`config.mk`:
```
export PLATFORM = sky130hd
export DESIGN_NAME = timer_expiry_queue
export DESIGN_NICKNAME = d
export VERILOG_FILES = /design/src/rtl/tmq_pkg.sv /design/src/rtl/timer_expiry_queue.sv /design/src/rtl/tmq_expiry_ram.sv /design/src/rtl/tmq_scan.sv
export SDC_FILE = /design/constraint.sdc
export NUM_CORES = 2
export LEC_CHECK = 0
export BUFFER_PORTS_ARGS = -buffer_cell sky130_fd_sc_hd__clkbuf_2
export CORE_ASPECT_RATIO = 1.2
export CORE_UTILIZATION = 25
export CTS_BUF_LIST = sky130_fd_sc_hd__clkbuf_4
export DETAILED_ROUTE_END_ITERATION = 8
export GPL_ROUTABILITY_DRIVEN = 1
export HOLD_SLACK_MARGIN = 0.05
export MAX_ROUTING_LAYER = met4
export PLACE_DENSITY = 0.36
export SYNTH_ARGS = -nofsm -noshare
export SYNTH_HDL_FRONTEND = slang
export SYNTH_SLANG_ARGS = --single-unit
```
`constraint.sdc`:
```
create_clock -name clk -period 6.2 [get_ports clk]
set_input_delay 0.62 -clock clk [delete_from_list [all_inputs] [get_ports clk]]
set_output_delay 0.62 -clock clk [all_outputs]
set_load 0.05 [all_outputs]
```
`src/rtl/tmq_pkg.sv`:
```
// Shared types and constants of the timer expiry queue.
package tmq_pkg;

  localparam int TIME_W = 63;
  localparam int ID_W   = 4;
  localparam int OP_W   = 2;

  typedef logic [TIME_W-1:0] tmq_time_t;

  typedef enum logic [OP_W-1:0] {
    OP_ARM    = 2'd0,
    OP_CANCEL = 2'd1,
    OP_TICK   = 2'd2
  } tmq_op_t;

  typedef struct packed {
    logic            fired;
    logic [ID_W-1:0] fired_id;
    logic            next_valid;
    tmq_time_t       next_deadline;
    logic            last;
  } tmq_result_t;

endpackage

```
`src/rtl/timer_expiry_queue.sv`:
```
// Top level of the timer expiry queue: request decode, slot state and result register.
//
// Channel   Direction  Handshake             Payload
// req       input      req_valid/req_stall   operation, timer_id, delay_ticks, now_time
// rsp       output     rsp_valid/rsp_stall   fired, fired_id, next_valid, next_deadline, last
//
// An arm or cancel transaction yields no result and does not hold the request port.
// A tick that fires k slots yields k + 1 results: each result comes from one full pass of
// the expiry memory read port, one slot per cycle, followed by a drain, a decide and an
// emit state.
// Reset clears the armed bits, the current time and all handshake state; the expiry
// memory is not cleared, since an entry is only looked at while its slot is armed.
// A stall on rsp holds the sequencer in its emit state; a new request is still taken
// while the final status result of a tick waits in the output register.
module timer_expiry_queue #(
  parameter int NUM_TIMERS = 16
) (
  input  logic                  clk,
  input  logic                  rst,
  input  logic                  req_valid,
  output logic                  req_stall,
  input  logic [tmq_pkg::OP_W-1:0] operation,
  input  logic [tmq_pkg::ID_W-1:0] timer_id,
  input  tmq_pkg::tmq_time_t    delay_ticks,
  input  tmq_pkg::tmq_time_t    now_time,
  output logic                  rsp_valid,
  input  logic                  rsp_stall,
  output logic                  fired,
  output logic [tmq_pkg::ID_W-1:0] fired_id,
  output logic                  next_valid,
  output tmq_pkg::tmq_time_t    next_deadline,
  output logic                  last
);
  import tmq_pkg::*;

  localparam int IDX_W = (NUM_TIMERS > 1) ? $clog2(NUM_TIMERS) : 1;

  logic [NUM_TIMERS-1:0] armed;
  tmq_time_t             current_time;

  logic                  accept;
  tmq_op_t               op;
  logic [8:0]            id_wide;
  logic                  id_ok;
  logic [IDX_W-1:0]      widx;
  logic [TIME_W:0]       sum;
  tmq_time_t             expiry_next;
  logic                  arm_we;
  logic                  start;

  logic [IDX_W-1:0]      raddr;
  tmq_time_t             rdata;
  logic                  busy;
  tmq_result_t           res;
  logic                  res_valid;
  logic                  res_take;
  logic [IDX_W-1:0]      best_idx;

  // Only one request is worked on at a time; a tick keeps the port stalled until its
  // status result has moved into the output register.
  assign req_stall = busy;
  assign accept    = req_valid && !req_stall;
  assign op        = tmq_op_t'(operation);

  // Slot ids at or above NUM_TIMERS are ignored by arm and cancel.
  assign id_wide = 9'(timer_id);
  assign id_ok   = id_wide < 9'(NUM_TIMERS);
  assign widx    = id_wide[IDX_W-1:0];

  // Both operands are below 2^63, so the carry out alone tells of saturation.
  assign sum         = {1'b0, current_time} + {1'b0, delay_ticks};
  assign expiry_next = sum[TIME_W] ? {TIME_W{1'b1}} : sum[TIME_W-1:0];

  assign arm_we = accept && (op == OP_ARM) && id_ok;
  assign start  = accept && (op == OP_TICK);

  // A result moves to the output register when the register is empty or being emptied.
  assign res_take = res_valid && (!rsp_valid || !rsp_stall);

  always_ff @(posedge clk) begin
    if (rst) begin
      armed        <= '0;
      current_time <= '0;
    end else begin
      if (accept) begin
        case (op)
          OP_ARM: begin
            if (id_ok) begin
              armed[widx] <= 1'b1;
            end
          end
          OP_CANCEL: begin
            if (id_ok) begin
              armed[widx] <= 1'b0;
            end
          end
          OP_TICK: begin
            current_time <= now_time;
          end
          default: begin
          end
        endcase
      end
      // A fired slot is disarmed as its result leaves, before the next pass starts.
      if (res_take && res.fired) begin
        armed[best_idx] <= 1'b0;
      end
    end
  end

  tmq_expiry_ram #(
    .DEPTH  (NUM_TIMERS),
    .ADDR_W (IDX_W)
  ) u_ram (
    .clk   (clk),
    .we    (arm_we),
    .waddr (widx),
    .wdata (expiry_next),
    .raddr (raddr),
    .rdata (rdata)
  );

  tmq_scan #(
    .NUM_TIMERS (NUM_TIMERS),
    .IDX_W      (IDX_W)
  ) u_scan (
    .clk       (clk),
    .rst       (rst),
    .start     (start),
    .now       (now_time),
    .armed     (armed),
    .raddr     (raddr),
    .rdata     (rdata),
    .busy      (busy),
    .res       (res),
    .res_valid (res_valid),
    .res_take  (res_take),
    .best_idx  (best_idx)
  );

  always_ff @(posedge clk) begin
    if (rst) begin
      rsp_valid <= 1'b0;
    end else if (res_take) begin
      rsp_valid <= 1'b1;
    end else if (!rsp_stall) begin
      rsp_valid <= 1'b0;
    end
  end

  always_ff @(posedge clk) begin
    if (res_take) begin
      fired         <= res.fired;
      fired_id      <= res.fired_id;
      next_valid    <= res.next_valid;
      next_deadline <= res.next_deadline;
      last          <= res.last;
    end
  end

  property p_fire_armed_slot;
    @(posedge clk) disable iff (rst) (res_take && res.fired) |-> armed[best_idx];
  endproperty
  a_fire_armed_slot: assert property (p_fire_armed_slot)
    else $error("fired result for a slot that is not armed");

  property p_tick_never_arms;
    @(posedge clk) disable iff (rst)
      (busy && $past(busy)) |-> ($countones(armed) <= $past($countones(armed)));
  endproperty
  a_tick_never_arms: assert property (p_tick_never_arms)
    else $error("armed slot count grew during a tick");

  property p_fired_is_not_status;
    @(posedge clk) disable iff (rst) (res_take && res.fired) |-> (!res.last && !res.next_valid);
  endproperty
  a_fired_is_not_status: assert property (p_fired_is_not_status)
    else $error("fired result carries status fields");

endmodule

```
`src/rtl/tmq_expiry_ram.sv`:
```
// Expiry time memory: one write port, one read port with registered read data.
module tmq_expiry_ram #(
  parameter int DEPTH  = 16,
  parameter int ADDR_W = 4
) (
  input  logic                clk,
  input  logic                we,
  input  logic [ADDR_W-1:0]   waddr,
  input  tmq_pkg::tmq_time_t  wdata,
  input  logic [ADDR_W-1:0]   raddr,
  output tmq_pkg::tmq_time_t  rdata
);
  import tmq_pkg::*;

  tmq_time_t mem [DEPTH];

  always_ff @(posedge clk) begin
    if (we) begin
      mem[waddr] <= wdata;
    end
    rdata <= mem[raddr];
  end

endmodule

```
`src/rtl/tmq_scan.sv`:
```
// Tick sequencer: scans the expiry memory for the earliest armed slot and builds results.
module tmq_scan #(
  parameter int NUM_TIMERS = 16,
  parameter int IDX_W      = 4
) (
  input  logic                 clk,
  input  logic                 rst,
  input  logic                 start,
  input  tmq_pkg::tmq_time_t   now,
  input  logic [NUM_TIMERS-1:0] armed,
  output logic [IDX_W-1:0]     raddr,
  input  tmq_pkg::tmq_time_t   rdata,
  output logic                 busy,
  output tmq_pkg::tmq_result_t res,
  output logic                 res_valid,
  input  logic                 res_take,
  output logic [IDX_W-1:0]     best_idx
);
  import tmq_pkg::*;

  typedef enum logic [2:0] {
    S_IDLE,
    S_SCAN,
    S_DRAIN,
    S_DECIDE,
    S_EMIT
  } state_t;

  localparam logic [IDX_W-1:0] LAST_IDX = IDX_W'(NUM_TIMERS - 1);

  state_t           state;
  logic [IDX_W-1:0] cnt;
  logic             pend_vld;
  logic [IDX_W-1:0] pend_idx;
  logic             best_found;
  tmq_time_t        best_exp;
  tmq_time_t        now_r;
  logic             hit;
  logic [8:0]       best_wide;

  // The entry read last cycle replaces the best one if it is armed and strictly earlier.
  assign hit       = pend_vld && armed[pend_idx] && (!best_found || (rdata < best_exp));
  assign raddr     = cnt;
  assign busy      = (state != S_IDLE);
  assign best_wide = 9'(best_idx);

  always_ff @(posedge clk) begin
    if (rst) begin
      state      <= S_IDLE;
      cnt        <= '0;
      pend_vld   <= 1'b0;
      best_found <= 1'b0;
      res_valid  <= 1'b0;
    end else begin
      pend_vld <= 1'b0;
      if (hit) begin
        best_found <= 1'b1;
        best_idx   <= pend_idx;
        best_exp   <= rdata;
      end
      case (state)
        S_IDLE: begin
          if (start) begin
            now_r      <= now;
            cnt        <= '0;
            best_found <= 1'b0;
            state      <= S_SCAN;
          end
        end
        S_SCAN: begin
          pend_vld <= 1'b1;
          pend_idx <= cnt;
          if (cnt == LAST_IDX) begin
            state <= S_DRAIN;
          end else begin
            cnt <= cnt + 1'b1;
          end
        end
        S_DRAIN: begin
          state <= S_DECIDE;
        end
        S_DECIDE: begin
          res_valid <= 1'b1;
          if (best_found && (best_exp <= now_r)) begin
            res.fired         <= 1'b1;
            res.fired_id      <= best_wide[ID_W-1:0];
            res.next_valid    <= 1'b0;
            res.next_deadline <= '0;
            res.last          <= 1'b0;
          end else begin
            res.fired         <= 1'b0;
            res.fired_id      <= '0;
            res.next_valid    <= best_found;
            res.next_deadline <= best_found ? best_exp : '0;
            res.last          <= 1'b1;
          end
          state <= S_EMIT;
        end
        S_EMIT: begin
          if (res_take) begin
            res_valid <= 1'b0;
            if (res.last) begin
              state <= S_IDLE;
            end else begin
              cnt        <= '0;
              best_found <= 1'b0;
              state      <= S_SCAN;
            end
          end
        end
        default: begin
          state <= S_IDLE;
        end
      endcase
    end
  end

  property p_result_only_in_emit;
    @(posedge clk) disable iff (rst) res_valid |-> (state == S_EMIT);
  endproperty
  a_result_only_in_emit: assert property (p_result_only_in_emit)
    else $error("scan result valid outside the emit state");

  property p_fired_beats_now;
    @(posedge clk) disable iff (rst) (res_valid && res.fired) |-> (best_exp <= now_r);
  endproperty
  a_fired_beats_now: assert property (p_fired_beats_now)
    else $error("fired slot expires after the tick time");

  property p_status_then_idle;
    @(posedge clk) disable iff (rst) (res_take && res.last) |=> !busy;
  endproperty
  a_status_then_idle: assert property (p_status_then_idle)
    else $error("tick did not finish after its status result");

endmodule

```
==> flow_summary.yaml <==
drt:
  wl_met2_mm: 93.7
  via_count: 32700
  wire_per_inst_um: 26.0
  drt-total-wl_mm: 189
  met3_wirelength_mm: 7.64
  viasPerCell: 4.49
  drt-initial-drc-count: 2021
  ant_nets: 0
  top_layer: "met4"
  dr.pass1.iters: 5
  drt-met1-wl_mm: 82.7
  drc: 0
synthesis:
  synth_ff_type: "edfxtp_1"
  ys_seq_area_frac: 0.711
  synth_cell_types: 72
  synth_async_sr_flop_share: 0
  ys_ff_latch: 1435
  synth_nets: 3681
  yosysWarnings: 0
  netlist_area_mm2: 0.0584
  syn-instance-count: 3355
  synth_edf_count: 1282
  syn_avg_cell_area_um2: 17.4
timing:
  final.min_clock_period_ps: 4960
  tns_ps: 0
  fmax_mhz: 202
  setup_viol: 0
  worstMarginPinSlew_ps: 1190
  timing.final.crit_share: 0.799
  hold_violations: 0
  slew_headroom: 0.200
  worst_slack_ps: 1240
  final_max_slew_viol_count: 0
  rsz0062_at_grt: "false"
  finClkSkew_ps: 76.9
power:
  ir_worst_vdd_v: 0.000139
  leakagePower_nw: 23.7
  power_density_mw_per_mm2: 297
floorplan:
  coreArea_mm2: 0.233
  die_h_um: 532
  io_pins: 208
  die_w_um: 443
  fp-row-count: 194
  start_util: 0.251
  fp.dieArea_mm2: 0.236
clock_network:
  clk_latency_ps: 1180
  clkSinkCount: 1435
  h-tree-depth: 5
  clock_path_buffers: 4
  cts_tree: "built"
  root_buffer: "clkbuf_4"
  ctsResizeCount: 0
  clkTransAtPathRegs_ps: 80
  cts_setup_buffers: 0
  cts_buffers: 375
worst_setup_path:
  end_kind: "flip-flop"
  ff2ff_path_depth: 10
  r2r-end: "u_ram.mem[14][2]"
  startpoint: "current_time[1]"
  worst-endpoint-required_ps: 6960
  reg2reg_from: "current_time[1]"
  ff2ff_setup_slack_ps: 1240
  crit_path_start_kind: "flip-flop"
  path_max_fanout: 26
  critPathKind: "flip-flop to flip-flop"
  worstPathArrival_ps: 5720
grt:
  grt_pass1_vias: 34700
  overflow: 0
  gr-usage-all-layers: 0.163
  grt_max_degree: 85
  antenna_found_initial: 14
  grt_pass1_wl_mm: 264
placed_design:
  pre_cts_slack_ps: 730
  io_buffer_count: 207
  routabilityCongestion: 0.834
  hpwl_mm: 114
  placed_cells: 6521
status:
  status: "completed"
hold_path:
  min_to: "u_scan.now_r[5]"
  holdCritPathClass: "input port to flip-flop"
  whs_path_depth: 2
  min_from: "now_time[5]"
cells_and_area:
  syn2layout_area_growth_pct: 18.7
  instances_no_fill: 7292
  drive_gt1_frac: 0.292
  final_nets: 4267
run:
  maxCapViolations: 0
-- power breakdown --
group	internal (mW)	switching, mW	total [mW]
sequential	10.8	0.0745	10.8
combinational	0.470	0.809	1.28
clock	4.48	4.01	8.49
-- placed cells by master (no fill, tap or decap), types with 12 or more instances in the layout --
cell,n
nor3_1,18
a2111oi_0,13
buf_12,20
dlygate4sd3_1,81
nand2_1,268
clkinv_1,78
xor2_1,28
a21oi_1,188
nand3_1,19
edfxtp_1,1282
clkbuf_2,206
a31oi_1,13
or2_2,15
a21o_1,75
inv_1,149
nand2b_1,12
and2_1,70
clkbuf_4,568
xnor2_1,27
o21bai_1,12
nor2_4,18
nor2_1,113
dfxtp_1,149
buf_4,38
clkinv_2,14
nand4_1,50
mux4_2,320
o21ai_0,55
ha_1,189
-- registers in the layout, summed over array words and instances (netlist names) --
register / flops
u_scan.best_idx: 4
armed: 16
next_valid: 1
rsp_valid: 1
u_scan.best_found: 1
u_scan.pend_vld: 1
u_scan.state: 3
current_time: 63
u_scan.now_r: 63
u_scan.res: 70
u_scan.res_valid: 1
u_ram.mem: 1008
last: 1
u_scan.best_exp: 63
fired_id: 4
u_scan.raddr: 4
u_scan.pend_idx: 4
fired: 1
next_deadline: 63
u_ram.rdata: 63
-- metal layers --
layer	global-route usage	up-vias
li1	-	14700
met1	0.204	16800
met2	0.269	926
met3	0.0259	311
met4	0.0530	0
met5	-	-
-- through the flow --
| stage | cell area, um^2 | util | power (mW) | hold slack [ps] |
|---|---|---|---|---|
| after floorplan | 58400 | - | 11.8 | 400 |
| after global placement | 63600 | 0.273 | 12.3 | 401 |
| after detailed placement | 63600 | 0.273 | 12.3 | 405 |
| after CTS | 69300 | 0.298 | 21.0 | 52.2 |
| after global routing | 69300 | 0.298 | 21.5 | 120 |
| final | 69300 | 0.298 | 20.6 | 211 |
-- worst max-delay path, stage by stage, from the launching register on --
cell	delay, ps
dfxtp_1	390
ha_1	260
a211oi_1	350
nor3_1	120
o21ai_0	400
nand4b_1	640
nand4b_1	430
a211o_1	210
a21o_2	870
buf_4	450
nand2_1	380
-- kinds of logic after synthesis --
| group | share of synthesized area |
|---|---|
| flip-flops | 0.711 |
| AND/OR/NAND/NOR | 0.0501 |
| AO/OA/AOI/OAI | 0.0469 |
| multiplexers | 0.124 |
| buffers and inverters | 0.0186 |
| adder cells (fa/ha/maj) | 0.0408 |
| XOR/XNOR | 0.00825 |
-- layout make-up --
cell class | count | area, um^2
fill | 23200 | 163000
clock inverter | 112 | 656
antenna | 10 | 25.0
multi-input combinational | 1635 | 15900
sequential | 1435 | 41600
clock buffer | 568 | 4260
inverter | 149 | 559
tap | 3038 | 3800
timing repair buffer | 345 | 2530
-- timing repair --
action | 4_1_cts | 5_1_grt
endpoints found under the hold margin | 145 | 0
hold buffers | 81 | 0
setup endpoints to repair | 0 | 0
-- cell usage after synthesis (4+ instances only) --
library cell,instances,area [um^2]
o211ai_1,6,45.0
o221ai_1,6,52.6
o22ai_1,4,25.0
a31oi_1,13,81.3
ha_1,189,2360
nor4_1,5,31.3
nor2_1,131,492
o21ai_1,4,20.0
o21a_1,7,52.6
xnor2_1,27,236
nand3b_1,5,37.5
o21ai_0,55,275
nand3_1,19,95.1
nor2b_1,11,68.8
o31ai_1,5,37.5
xor2_1,28,245
nand4_1,50,313
a21oi_1,189,946
nor3_1,18,90.1
and3_1,4,25.0
or3_1,4,25.0
mux4_2,320,7210
buf_1,22,82.6
or2_2,15,93.8
dfxtp_1,153,3060
o21bai_1,12,90.1
a311oi_1,6,52.6
clkbuf_1,100,375
o41ai_1,5,43.8
nand2b_1,12,75.1
a2111oi_0,13,114
inv_1,149,559
nand2_1,268,1010
and2_1,71,444
buf_2,13,65.1
a21o_1,76,571
edfxtp_1,1282,38500
a211oi_1,9,67.6
-- how the worst max path moves through the flow --
stage / endpoint / slack [ps] / depth (start not counted)
floorplan: u_scan.best_exp[0] / 650 / 11
global placement: u_ram.mem[10][11] / 820 / 11
detailed placement: u_ram.mem[12][2] / 730 / 11
CTS: u_ram.mem[14][2] / 1090 / 10
global route: u_ram.mem[15][28] / 970 / 10
finish: u_ram.mem[14][2] / 1240 / 10
Power figures use the tool's default switching activity.
